[config.mk]
export PLATFORM = sky130hd
export DESIGN_NAME = positional_array_list_flat
export DESIGN_NICKNAME = d
export VERILOG_FILES = /design/src/rtl/pal_pkg.sv /design/src/rtl/pal_if.sv /design/src/rtl/positional_array_list.sv /design/src/flat_wrapper.sv
export SDC_FILE = /design/constraint.sdc
export NUM_CORES = 2
export LEC_CHECK = 0
export ABC_CLOCK_PERIOD_IN_PS = 9300
export BUFFER_PORTS_ARGS = -buffer_cell sky130_fd_sc_hd__buf_4
export CORE_MARGIN = 4
export CORE_UTILIZATION = 30
export DETAILED_ROUTE_END_ITERATION = 7
export MAX_ROUTING_LAYER = met4
export PLACE_DENSITY_LB_ADDON = 0.1
export SYNTH_ARGS = -nofsm -noshare
export SYNTH_HDL_FRONTEND = slang
export SYNTH_SLANG_ARGS = --single-unit
[constraint.sdc]
create_clock -name clock -period 9.3 [get_ports clock]
set_input_delay 0.93 -clock clock [delete_from_list [all_inputs] [get_ports clock]]
set_output_delay 0.93 -clock clock [all_outputs]
set_load 0.005 [all_outputs]
[src/rtl/pal_pkg.sv]
`timescale 1ns / 1ps
// ----------------------------------------------------------------------------
// pal_pkg
// Shared types and codes for the positional array list: the field types of
// the request and response beats, the operation codes and the status codes.
// ----------------------------------------------------------------------------
package pal_pkg;

   localparam int POS_W   = 6;
   localparam int VALUE_W = 32;

   typedef logic [1:0]               func_type;
   typedef logic [POS_W-1:0]         position_type;
   typedef logic signed [VALUE_W-1:0] value_type;

   localparam func_type FUNC_READ   = 2'd0;
   localparam func_type FUNC_INSERT = 2'd1;
   localparam func_type FUNC_REMOVE = 2'd2;

   typedef enum logic [2:0] {
      ST_OK    = 3'd0,
      ST_EMPTY = 3'd1,
      ST_FULL  = 3'd2,
      ST_RANGE = 3'd3,
      ST_NONE  = 3'd4
   } status_type;

endpackage

[src/rtl/pal_if.sv]
`timescale 1ns / 1ps
// ----------------------------------------------------------------------------
// pal_if
// Request and response channels of the positional array list. Each carries
// valid, ready and the payload of one beat.
// ----------------------------------------------------------------------------
interface pal_req_if;
   import pal_pkg::*;

   logic         valid;
   logic         ready;
   func_type     func;
   position_type position;
   value_type    value;

   modport source (output valid, output func, output position, output value, input ready);
   modport sink   (input valid, input func, input position, input value, output ready);
endinterface

interface pal_rsp_if;
   import pal_pkg::*;

   logic         valid;
   logic         ready;
   status_type   status;
   value_type    read_value;
   position_type taken_position;
   position_type element_count;

   modport source (output valid, output status, output read_value, output taken_position,
                   output element_count, input ready);
   modport sink   (input valid, input status, input read_value, input taken_position,
                   input element_count, output ready);
endinterface

[src/rtl/positional_array_list.sv]
`timescale 1ns / 1ps
// ----------------------------------------------------------------------------
// positional_array_list
// A read goes through S_READ and S_FINISH; an insert shifts the tail up
// (S_SHIFT, S_DRAIN), writes the new value (S_PUT) and finishes; an append
// goes straight to S_PUT. A remove shifts the tail down unless it removes
// the last element. One request at a time; the shift loop over the element
// memory moves one element per cycle through its single read and write port.
// Reset empties the list at once; the element memory itself is not cleared.
// ----------------------------------------------------------------------------
module positional_array_list #(
   parameter int CAPACITY    = 32,
   parameter int VALUE_WIDTH = 32
) (
   input  logic             clock,
   input  logic             reset,
   pal_req_if.sink          req_bus,
   pal_rsp_if.source        rsp_bus
);
   import pal_pkg::*;

   localparam int IDX_W = (CAPACITY > 1) ? $clog2(CAPACITY) : 1;
   localparam int CNT_W = $clog2(CAPACITY + 1);
   localparam position_type CAP_POS = position_type'(CAPACITY);

   typedef enum logic [2:0] {
      S_IDLE,
      S_READ,
      S_SHIFT,
      S_DRAIN,
      S_PUT,
      S_FINISH
   } state_type;

   state_type              state_ff;
   logic [CNT_W-1:0]       count_ff;
   func_type               func_ff;
   position_type           pos_ff;
   value_type              value_ff;
   status_type             status_ff;
   position_type           taken_ff;
   logic [CNT_W-1:0]       src_ff;
   logic [CNT_W-1:0]       last_ff;
   logic                   pend_ff;
   logic [IDX_W-1:0]       pend_dst_ff;

   logic                   rsp_valid_ff;
   status_type             rsp_status_ff;
   value_type              rsp_read_ff;
   position_type           rsp_taken_ff;
   position_type           rsp_count_ff;

   logic signed [VALUE_WIDTH-1:0] store_ff [CAPACITY];
   logic signed [VALUE_WIDTH-1:0] rdata_ff;

   // Decode of the request beat.
   status_type             status_in;
   position_type           taken_in;
   state_type              start_in;
   logic [CNT_W-1:0]       src_in;
   logic [CNT_W-1:0]       last_in;

   position_type           count_pos;
   logic                   pos_ok;
   logic                   accept;
   logic                   slot_free;
   logic                   is_insert;
   logic [CNT_W-1:0]       dst_calc;
   logic [CNT_W-1:0]       count_next;

   logic                   mem_we;
   logic [IDX_W-1:0]       mem_waddr;
   logic signed [VALUE_WIDTH-1:0] mem_wdata;
   logic                   rd_en;
   logic [IDX_W-1:0]       rd_addr;

   assign accept    = req_bus.valid && req_bus.ready;
   assign slot_free = !rsp_valid_ff || rsp_bus.ready;
   assign count_pos = position_type'(count_ff);
   assign pos_ok    = (req_bus.position != '0) && (req_bus.position <= CAP_POS);
   assign is_insert = (func_ff == FUNC_INSERT);

   always_comb begin
      status_in = ST_OK;
      taken_in  = '0;
      start_in  = S_FINISH;
      src_in    = '0;
      last_in   = '0;
      unique case (req_bus.func)
         FUNC_READ: begin
            priority if (count_ff == '0) status_in = ST_EMPTY;
            else if (!pos_ok) status_in = ST_RANGE;
            else if (req_bus.position > count_pos) status_in = ST_NONE;
            else start_in = S_READ;
         end
         FUNC_INSERT: begin
            priority if (count_ff == CNT_W'(CAPACITY)) status_in = ST_FULL;
            else if (!pos_ok) status_in = ST_RANGE;
            else if (req_bus.position <= count_pos) begin
               // Move the tail up, from the last element down to the slot.
               taken_in = req_bus.position;
               start_in = S_SHIFT;
               src_in   = count_ff - 1'b1;
               last_in  = CNT_W'(req_bus.position - 1'b1);
            end else begin
               taken_in = count_pos + 1'b1;
               start_in = S_PUT;
            end
         end
         FUNC_REMOVE: begin
            priority if (count_ff == '0) status_in = ST_EMPTY;
            else if (!pos_ok) status_in = ST_RANGE;
            else if (req_bus.position > count_pos) status_in = ST_NONE;
            else if (req_bus.position < count_pos) begin
               start_in = S_SHIFT;
               src_in   = CNT_W'(req_bus.position);
               last_in  = count_ff - 1'b1;
            end
         end
         default: ;
      endcase
   end

   // The shift runs as a two-step pipeline: the element read in one cycle
   // is written to its neighbor in the next, while the following one is read.
   always_comb begin
      dst_calc  = is_insert ? (src_ff + 1'b1) : (src_ff - 1'b1);
      mem_we    = ((state_ff == S_SHIFT) && pend_ff) || (state_ff == S_DRAIN);
      mem_waddr = pend_dst_ff;
      mem_wdata = rdata_ff;
      if (state_ff == S_PUT) begin
         mem_we    = 1'b1;
         mem_waddr = IDX_W'(taken_ff - 1'b1);
         mem_wdata = VALUE_WIDTH'(value_ff);
      end
      rd_en   = (state_ff == S_READ) || (state_ff == S_SHIFT);
      rd_addr = (state_ff == S_READ) ? IDX_W'(pos_ff - 1'b1) : src_ff[IDX_W-1:0];
   end

   always_comb begin
      count_next = count_ff;
      if (status_ff == ST_OK) begin
         if (func_ff == FUNC_INSERT) count_next = count_ff + 1'b1;
         else if (func_ff == FUNC_REMOVE) count_next = count_ff - 1'b1;
      end
   end

   always_ff @(posedge clock) begin
      if (mem_we) begin
         store_ff[mem_waddr] <= mem_wdata;
      end
      if (rd_en) begin
         rdata_ff <= store_ff[rd_addr];
      end
   end

   always_ff @(posedge clock) begin
      if (reset) begin
         state_ff     <= S_IDLE;
         count_ff     <= '0;
         pend_ff      <= 1'b0;
         rsp_valid_ff <= 1'b0;
      end else begin
         unique case (state_ff)
            S_IDLE: begin
               if (accept) begin
                  state_ff <= start_in;
                  pend_ff  <= 1'b0;
               end
            end
            S_READ: state_ff <= S_FINISH;
            S_SHIFT: begin
               pend_ff     <= 1'b1;
               pend_dst_ff <= dst_calc[IDX_W-1:0];
               if (src_ff == last_ff) begin
                  state_ff <= S_DRAIN;
               end else begin
                  src_ff <= is_insert ? (src_ff - 1'b1) : (src_ff + 1'b1);
               end
            end
            S_DRAIN: begin
               pend_ff  <= 1'b0;
               state_ff <= is_insert ? S_PUT : S_FINISH;
            end
            S_PUT: state_ff <= S_FINISH;
            S_FINISH: begin
               if (slot_free) begin
                  count_ff <= count_next;
                  state_ff <= S_IDLE;
               end
            end
            default: state_ff <= S_IDLE;
         endcase

         if ((state_ff == S_FINISH) && slot_free) begin
            rsp_valid_ff <= 1'b1;
         end else if (rsp_bus.ready) begin
            rsp_valid_ff <= 1'b0;
         end
      end

      if (accept) begin
         func_ff   <= req_bus.func;
         pos_ff    <= req_bus.position;
         value_ff  <= req_bus.value;
         status_ff <= status_in;
         taken_ff  <= taken_in;
         src_ff    <= src_in;
         last_ff   <= last_in;
      end

      if ((state_ff == S_FINISH) && slot_free) begin
         rsp_status_ff <= status_ff;
         rsp_read_ff   <= ((func_ff == FUNC_READ) && (status_ff == ST_OK)) ?
                          VALUE_W'(rdata_ff) : '0;
         rsp_taken_ff  <= taken_ff;
         rsp_count_ff  <= position_type'(count_next);
      end
   end

   assign req_bus.ready          = (state_ff == S_IDLE);
   assign rsp_bus.valid          = rsp_valid_ff;
   assign rsp_bus.status         = rsp_status_ff;
   assign rsp_bus.read_value     = rsp_read_ff;
   assign rsp_bus.taken_position = rsp_taken_ff;
   assign rsp_bus.element_count  = rsp_count_ff;

   // The element count never passes the capacity.
   a_count_bound: assert property (@(posedge clock) disable iff (reset)
      count_ff <= CNT_W'(CAPACITY))
      else $error("element count above capacity");

   // A pending shift write never lands on the entry being read in that cycle.
   a_shift_no_collide: assert property (@(posedge clock) disable iff (reset)
      (state_ff == S_SHIFT && pend_ff) |-> (pend_dst_ff != rd_addr))
      else $error("shift write collides with shift read");

   // A successful insert grows the list by exactly one element.
   a_insert_count: assert property (@(posedge clock) disable iff (reset)
      (state_ff == S_FINISH && slot_free && status_ff == ST_OK &&
       func_ff == FUNC_INSERT) |=> (count_ff == $past(count_ff) + 1'b1))
      else $error("insert did not add one element");

   // Finishing an item always hands a beat to the response register.
   a_finish_emits: assert property (@(posedge clock) disable iff (reset)
      (state_ff == S_FINISH && slot_free) |=> (rsp_valid_ff && state_ff == S_IDLE))
      else $error("finished item produced no response beat");

endmodule
[src/flat_wrapper.sv]
// flat-port wrapper written by rule: the top's interface ports become plain ports
module positional_array_list_flat import pal_pkg::*;
#(
   parameter int CAPACITY    = 32,
   parameter int VALUE_WIDTH = 32
)
  (clock, reset, req_bus_valid, req_bus_func, req_bus_position, req_bus_value, req_bus_ready, rsp_bus_valid, rsp_bus_status, rsp_bus_read_value, rsp_bus_taken_position, rsp_bus_element_count, rsp_bus_ready);
  pal_req_if req_bus_i ();
  pal_rsp_if rsp_bus_i ();
  input  logic clock;
  input  logic reset;
  input wire logic [$bits(req_bus_i.valid)-1:0] req_bus_valid;
  input wire logic [$bits(req_bus_i.func)-1:0] req_bus_func;
  input wire logic [$bits(req_bus_i.position)-1:0] req_bus_position;
  input wire logic [$bits(req_bus_i.value)-1:0] req_bus_value;
  output wire logic [$bits(req_bus_i.ready)-1:0] req_bus_ready;
  output wire logic [$bits(rsp_bus_i.valid)-1:0] rsp_bus_valid;
  output wire logic [$bits(rsp_bus_i.status)-1:0] rsp_bus_status;
  output wire logic [$bits(rsp_bus_i.read_value)-1:0] rsp_bus_read_value;
  output wire logic [$bits(rsp_bus_i.taken_position)-1:0] rsp_bus_taken_position;
  output wire logic [$bits(rsp_bus_i.element_count)-1:0] rsp_bus_element_count;
  input wire logic [$bits(rsp_bus_i.ready)-1:0] rsp_bus_ready;
  assign req_bus_i.valid = req_bus_valid;
  assign req_bus_i.func = req_bus_func;
  assign req_bus_i.position = req_bus_position;
  assign req_bus_i.value = req_bus_value;
  assign req_bus_ready = req_bus_i.ready;
  assign rsp_bus_valid = rsp_bus_i.valid;
  assign rsp_bus_status = rsp_bus_i.status;
  assign rsp_bus_read_value = rsp_bus_i.read_value;
  assign rsp_bus_taken_position = rsp_bus_i.taken_position;
  assign rsp_bus_element_count = rsp_bus_i.element_count;
  assign rsp_bus_i.ready = rsp_bus_ready;
  positional_array_list #(.CAPACITY(CAPACITY), .VALUE_WIDTH(VALUE_WIDTH)) u_core (.clock(clock), .reset(reset), .req_bus(req_bus_i), .rsp_bus(rsp_bus_i));
endmodule
# ---- Yosys cells after proc, flatten, opt, wreduce, memory -nomap -nowiden
# Memories as Yosys holds them, arrays and structs flattened. A register that Yosys moved wholly into a read port is not among the register bits.
# Cells that the tools add are included.
dict set report op_classes {
  eq_ne 16
  magnitude_cmp 4
  addsub 7
  n_bitwise 3
  muxes 58
  n_reduce_logical 26
}
# operator n
set ops {}
lappend ops {{6-bit two-way mux} 23}
lappend ops {{3-bit two-way mux} 17}
lappend ops {{32-bit two-way mux} 1}
lappend ops {{6-bit one-hot mux with 2 select lines} 2}
lappend ops {{6-bit by 1-bit subtractor with 6-bit output, second input constant} 3}
lappend ops {{5-bit two-way mux} 3}
lappend ops {{3-bit one-hot mux with 5 select lines} 1}
lappend ops {{6-bit by 1-bit adder with 6-bit output, second input constant} 2}
lappend ops {{5-bit by 1-bit subtractor with 5-bit output, second input constant} 2}
lappend ops {{3-bit one-hot mux with 3 select lines} 1}
lappend ops {{1-bit two-way mux} 7}
lappend ops {{3-bit by 2-bit equality test with 1-bit output, second input constant} 2}
lappend ops {{3-bit equality test, second input constant} 2}
lappend ops {{6-bit equality test} 1}
lappend ops {{6-bit equality test, second input constant} 1}
lappend ops {{6-bit > comparator} 1}
lappend ops {{6-bit <= comparator} 1}
lappend ops {{6-bit <= comparator, second input constant} 1}
lappend ops {{3-bit zero test} 2}
lappend ops {{6-bit zero test} 1}
lappend ops {{6-bit less-than comparator} 1}
lappend ops {{2-bit by 1-bit inequality test with 1-bit output, second input constant} 3}
lappend ops {{3-bit one-hot mux with 2 select lines} 1}
lappend ops {{2-bit AND reduction} 3}
lappend ops {{17 further kinds} 32}
dict set report word_totals {
  out_inout_bits 49
  mem_count 1
  elab_cells 131
  register_bits 123
  mem_bits_rw 1024
  inputBits 44
}
# memory words word_bits read_ports rd_clocked_by_memory_dff wr line
set mem_list {}
lappend mem_list {u_core.store_ff 32 32 1 1 1 positional_array_list.sv:53} ;# logic signed [VALUE_WIDTH-1:0] store_ff [CAPACITY];

# ---- Logic depth before layout (Yosys ltp)
dict set report logic_depth {
  word_depth 8
  mapped_depth 14
}

# ---- Worst setup path after synthesis
# OpenSTA, ideal clock, no wires.
dict set report synth_timing {
  path_kind {reg2reg}
  startpoint {register u_core.pos_ff[0]}
  endpoint {register u_core.rdata_ff[3] (read register of u_core.store_ff) (data pin)}
  arrival_time_ns 3.516
  period_less_slack_ns 3.692
  slack_ns 5.608
  required_time_ns 9.124
  path_stages_with_launch 15
  setup_ns 0.176
  cell_sequence {edfxtp_1 buf_2 buf_1 inv_1 ha_1 buf_2 inv_2 mux2i_1 buf_2 buf_2 buf_2 buf_2 mux2i_1 o22ai_1 nor4_1}
}
dict set report synth_between {
  elab_chain_len 2
}
# element line
set synth_lines {}
lappend synth_lines {{from (decl)} positional_array_list.sv:38} ;# position_type pos_ff;
lappend synth_lines {{from (signal assigned)} positional_array_list.sv:204} ;# pos_ff <= req_bus.position;
lappend synth_lines {{5-bit by 1-bit subtractor with 5-bit output} positional_array_list.sv:137} ;# rd_addr = (state_ff == S_READ) ? IDX_W'(pos_ff - 1'b1) : src_ff[IDX_W-1:0];
lappend synth_lines {{5-bit two-way mux} positional_array_list.sv:137}
lappend synth_lines {{to (decl)} positional_array_list.sv:54} ;# logic signed [VALUE_WIDTH-1:0] rdata_ff;
# No other way between the ends.
# A chain may end at the register's enable or synchronous reset.

# ---- Worst setup path in the final report
dict set report layout_timing {
  startpoint {register u_core.pos_ff[0]}
  endpoint {register u_core.rdata_ff[12] (read register of u_core.store_ff) (data pin)}
}
# The elaborated chain is that of the path after synthesis.

==> key figures <==
Run status
  – Status: completed

Global routing
  – Largest net degree at the start of global routing: 136
  – Gr usage total: 0.1833
  – Initial antenna violation count: 4
  – GRT Residual Overflow: 0
  – Number of global-route vias before repair: 28.74k
  – First-pass GRT wire length: 224,700 um

Timing
  – Final Cycle Share: 0.5696
  – Slew Viols, Final: 0
  – Final setup viols: 0
  – Final hold vios: 0
  – Fmax: 0.1888 GHz
  – RSZ-0062 raised after global routing: no
  – Slew margin rel.: 0.1102
  – Worst hold slack: 337.4 ps
  – Slew at the pin with the worst max-slew slack: 1335 ps
  – TNS Setup: 0 ps
  – Clock Skews: 29.13 ps
  – Tmin final: 5297 ps

Synth
  – Synth Register Bits: 1,179
  – Top-area cell type share of the netlist area: 0.6847
  – Post-synth EDFFs: 1,168
  – Async SR Flop Fraction: 0
  – Syn Inst Count: 2,821
  – Post-Syn Nets: 2,884
  – Most used DFF post-synth: edfxtp_1
  – Yosys warning count: 0
  – Post-synthesis sequential area ratio: 0.6890
  – Mapped cell area: 51,220 um^2
  – Synth area leaders: edfxtp_1 (68%), mux4_2 (11%), mux2i_1 (8.7%), nand2_1 (1.3%), a32o_1 (1.2%)
  – Synth cell types: 69
  – Yosys top cell by area: edfxtp_1
  – Post-synthesis area per instance: 18.16 um^2

Finish
  – Area grow syn2layout: 15.08%
  – Layout cell share with drive strength beyond 1: 0.2257
  – Final cell count without fillers: 5,256
  – Final net count: 2,997
  – Commonest non-fill, non-tap cell in the layout: edfxtp_1
  – Most frequent cells in the layout: edfxtp_1 (1,168), mux2i_1 (444), mux4_2 (253)

Drt
  – DRT antenna net count: 0
  – DRC: 0
  – Total Wirelength: 160,300 um
  – Top sig layer: met4
  – Vias per inst: 5.274
  – Vias: 27.72k
  – WL/cell: 30.49 um
  – Metal-1 WL: 70,280 um
  – Met2 WL: 78,740 um
  – WL met3: 8141 um
  – Drt initial violations: 2,301
  – TritonRoute pass-1 iters: 6

CTS
  – # hold bufs at CTS: 0
  – Cts bufs inserted: 138
  – H-tree levels: 4
  – CTS tree: yes
  – Setup bufs post-CTS: 0
  – CTS resizes: 0
  – Worst skew pair latency: 780 ps
  – Clock Sinks: 1,179
  – Clock root buffer: clkbuf_16
  – Worst-path clk slew: 60 ps
  – CTS max path bufs: 3

Critical path
  – CP startpoint: u_core.pos_ff[0]
  – Kind of cell adding the most delay to the critical path: buffers and inverters
  – Crit path max-delay cell type: mux2i_4
  – Crit path cell chain: buf_12 > inv_1 > ha_1 > clkinv_2 > mux2i_4 > buf_12 > mux4_2 > nand2_1 > a32o_1 > nor4_1
  – Crit path largest cell delay: 630 ps
  – WP data arrival: 5840 ps
  – Register-to-Register Path Depth: 10
  – R2R Path Start: u_core.pos_ff[0]
  – Worst setup EP type: register
  – Bufs and invs on worst path: 4
  – Critical path type: register to register
  – CP required: 9840 ps
  – Crit start category: register
  – CP max FO: 135
  – Setup slack, reg-to-reg: 4000 ps
  – Reg-to-reg endpoint: u_core.rdata_ff[12]
  – CP dominant cell by count: buf_12

Floorplan
  – Die width: 421.2 um
  – Top Ports: 93
  – Row count: 151
  – Initial Utilization: 0.3023
  – Die Ht: 421.2 um
  – CORE AREA: 169,500 um^2
  – Die area: 177,400 um^2

Place
  – Post-DP HPWL: 85,450 um
  – Placed cell count: 5,012
  – Routability cong.: 0.7783
  – IO Port Bufs: 92

Run
  – Number of max-cap violations: 0

Power
  – Sw Share: 0.2833
  – P_int: 10,620 uW
  – Clk pwr share: 0.356
  – Total power draw: 14,810 uW
  – Power Density: 251.3 nW/um^2
  – Fraction of power consumed by sequential logic: 0.440
  – Comb power frac: 0.204
  – Sw Pwr: 4196 uW
  – VDD IR max: 0.0001989 V
  – Leak: 0.01994 uW

Worst hold path
  – Worst Hold Depth: 1
  – Min-delay worst type: input pin to register
  – Hold_sp: req_bus_value[19]
  – Hold endpoint: u_core.value_ff[19]
worst reg2reg max path: cells and delay by family, from the launching register on:
kind                       cells  cell delay (ps)
muxes                          2             1500
adders and majority gates      1              610
DFF                            1              370
buffers and inverters          4             1810
AOI/OAI and AO/OA              1              310
and+or+nand+nor                2              450
sequential cells by signal (all words and copies together) (netlist names), 5 cells and up:
name / flops
u_core.count_ff: 6
u_core.src_ff: 6
u_core.pos_ff: 5
u_core.pend_dst_ff: 5
u_core.last_ff: 6
u_core.rsp_bus.element_count: 6
u_core.taken_ff: 6
u_core.rsp_bus.taken_position: 6
u_core.rsp_bus.read_value: 32
u_core.store_ff: 1024
u_core.rdata_ff: 32
u_core.value_ff: 32
layer usage:
layer	track usage	vias up
met5	-	-
met4	0.04181	0
met3	0.03168	207
met1	0.2393	14950
li1	-	11800
met2	0.3004	762
through the flow:
| step | setup WS (ps) | instance area, um^2 | utilization |
|---|---|---|---|
| floorplan | 5608 | 51220 | - |
| global placement | 4008 | 54630 | 0.3224 |
| detailed placement | 3984 | 54630 | 0.3224 |
| CTS | 3986 | 58940 | 0.3478 |
| global route | 3723 | 58940 | 0.3478 |
| finish | 4003 | 58950 | 0.3478 |
kinds of logic (layout without fill, tap and decap cells):
logic type,after synthesis,in the layout,synth area share
DFF,1179,1179,0.6890
muxes,733,733,0.2059
and+or+nand+nor,400,400,0.03784
AOI/OAI and AO/OA,246,246,0.03593
buffers and inverters,208,422,0.02054
xor gates and xnor gates,36,36,0.006155
adders and majority gates,19,19,0.004641
other,0,3,0
area by class of cell:
class / count / area (um^2)
clock inverters: 72 / 740.7
fillers: 15780 / 110500
inverters: 27 / 102.6
well taps: 2218 / 2775
clock buffers: 169 / 3570
multi-input cells: 1434 / 15220
diodes: 3 / 7.507
flip-flops and latches: 1179 / 35290
repair buffers: 154 / 1244
synthesized netlist by cell type, types with 8 or more instances:
| cell type | number |
|---|---|
| buf_4 | 17 |
| nor4_1 | 21 |
| nor2_1 | 78 |
| clkbuf_1 | 97 |
| a32o_1 | 60 |
| ha_1 | 19 |
| mux2_2 | 35 |
| mux2i_1 | 445 |
| edfxtp_1 | 1168 |
| buf_2 | 28 |
| and2_1 | 15 |
| mux4_2 | 253 |
| and3_1 | 37 |
| o21ai_0 | 14 |
| a211oi_1 | 9 |
| inv_1 | 26 |
| dfxtp_1 | 11 |
| a21oi_1 | 28 |
| xor2_1 | 10 |
| buf_6 | 17 |
| nor3_1 | 13 |
| buf_1 | 18 |
| nor4_2 | 12 |
| nand3_1 | 18 |
| nor2b_1 | 8 |
| xnor2_1 | 26 |
| nand2_1 | 178 |
| o22ai_1 | 75 |
power by group through the flow:
stage	Clock (uW)	Sequential (uW)	Combinational [uW]
global placement	0	6630	3020
CTS	5410	6520	3070
global route	5640	6530	3250
detailed placement	0	6630	3060
finish	5270	6520	3020
floorplan	0	6550	2150
how the worst max path moves through the flow:
stage / depth (start not counted) / slack, ps / to
after floorplan: 14 / 5610 / u_core.rdata_ff[3]
after global placement: 10 / 4010 / u_core.rdata_ff[8]
after CTS: 10 / 3990 / u_core.rdata_ff[8]
after detailed placement: 10 / 3980 / u_core.rdata_ff[16]
after global routing: 10 / 3720 / u_core.rdata_ff[12]
final: 10 / 4000 / u_core.rdata_ff[12]
Power figures use the tool's default switching activity.
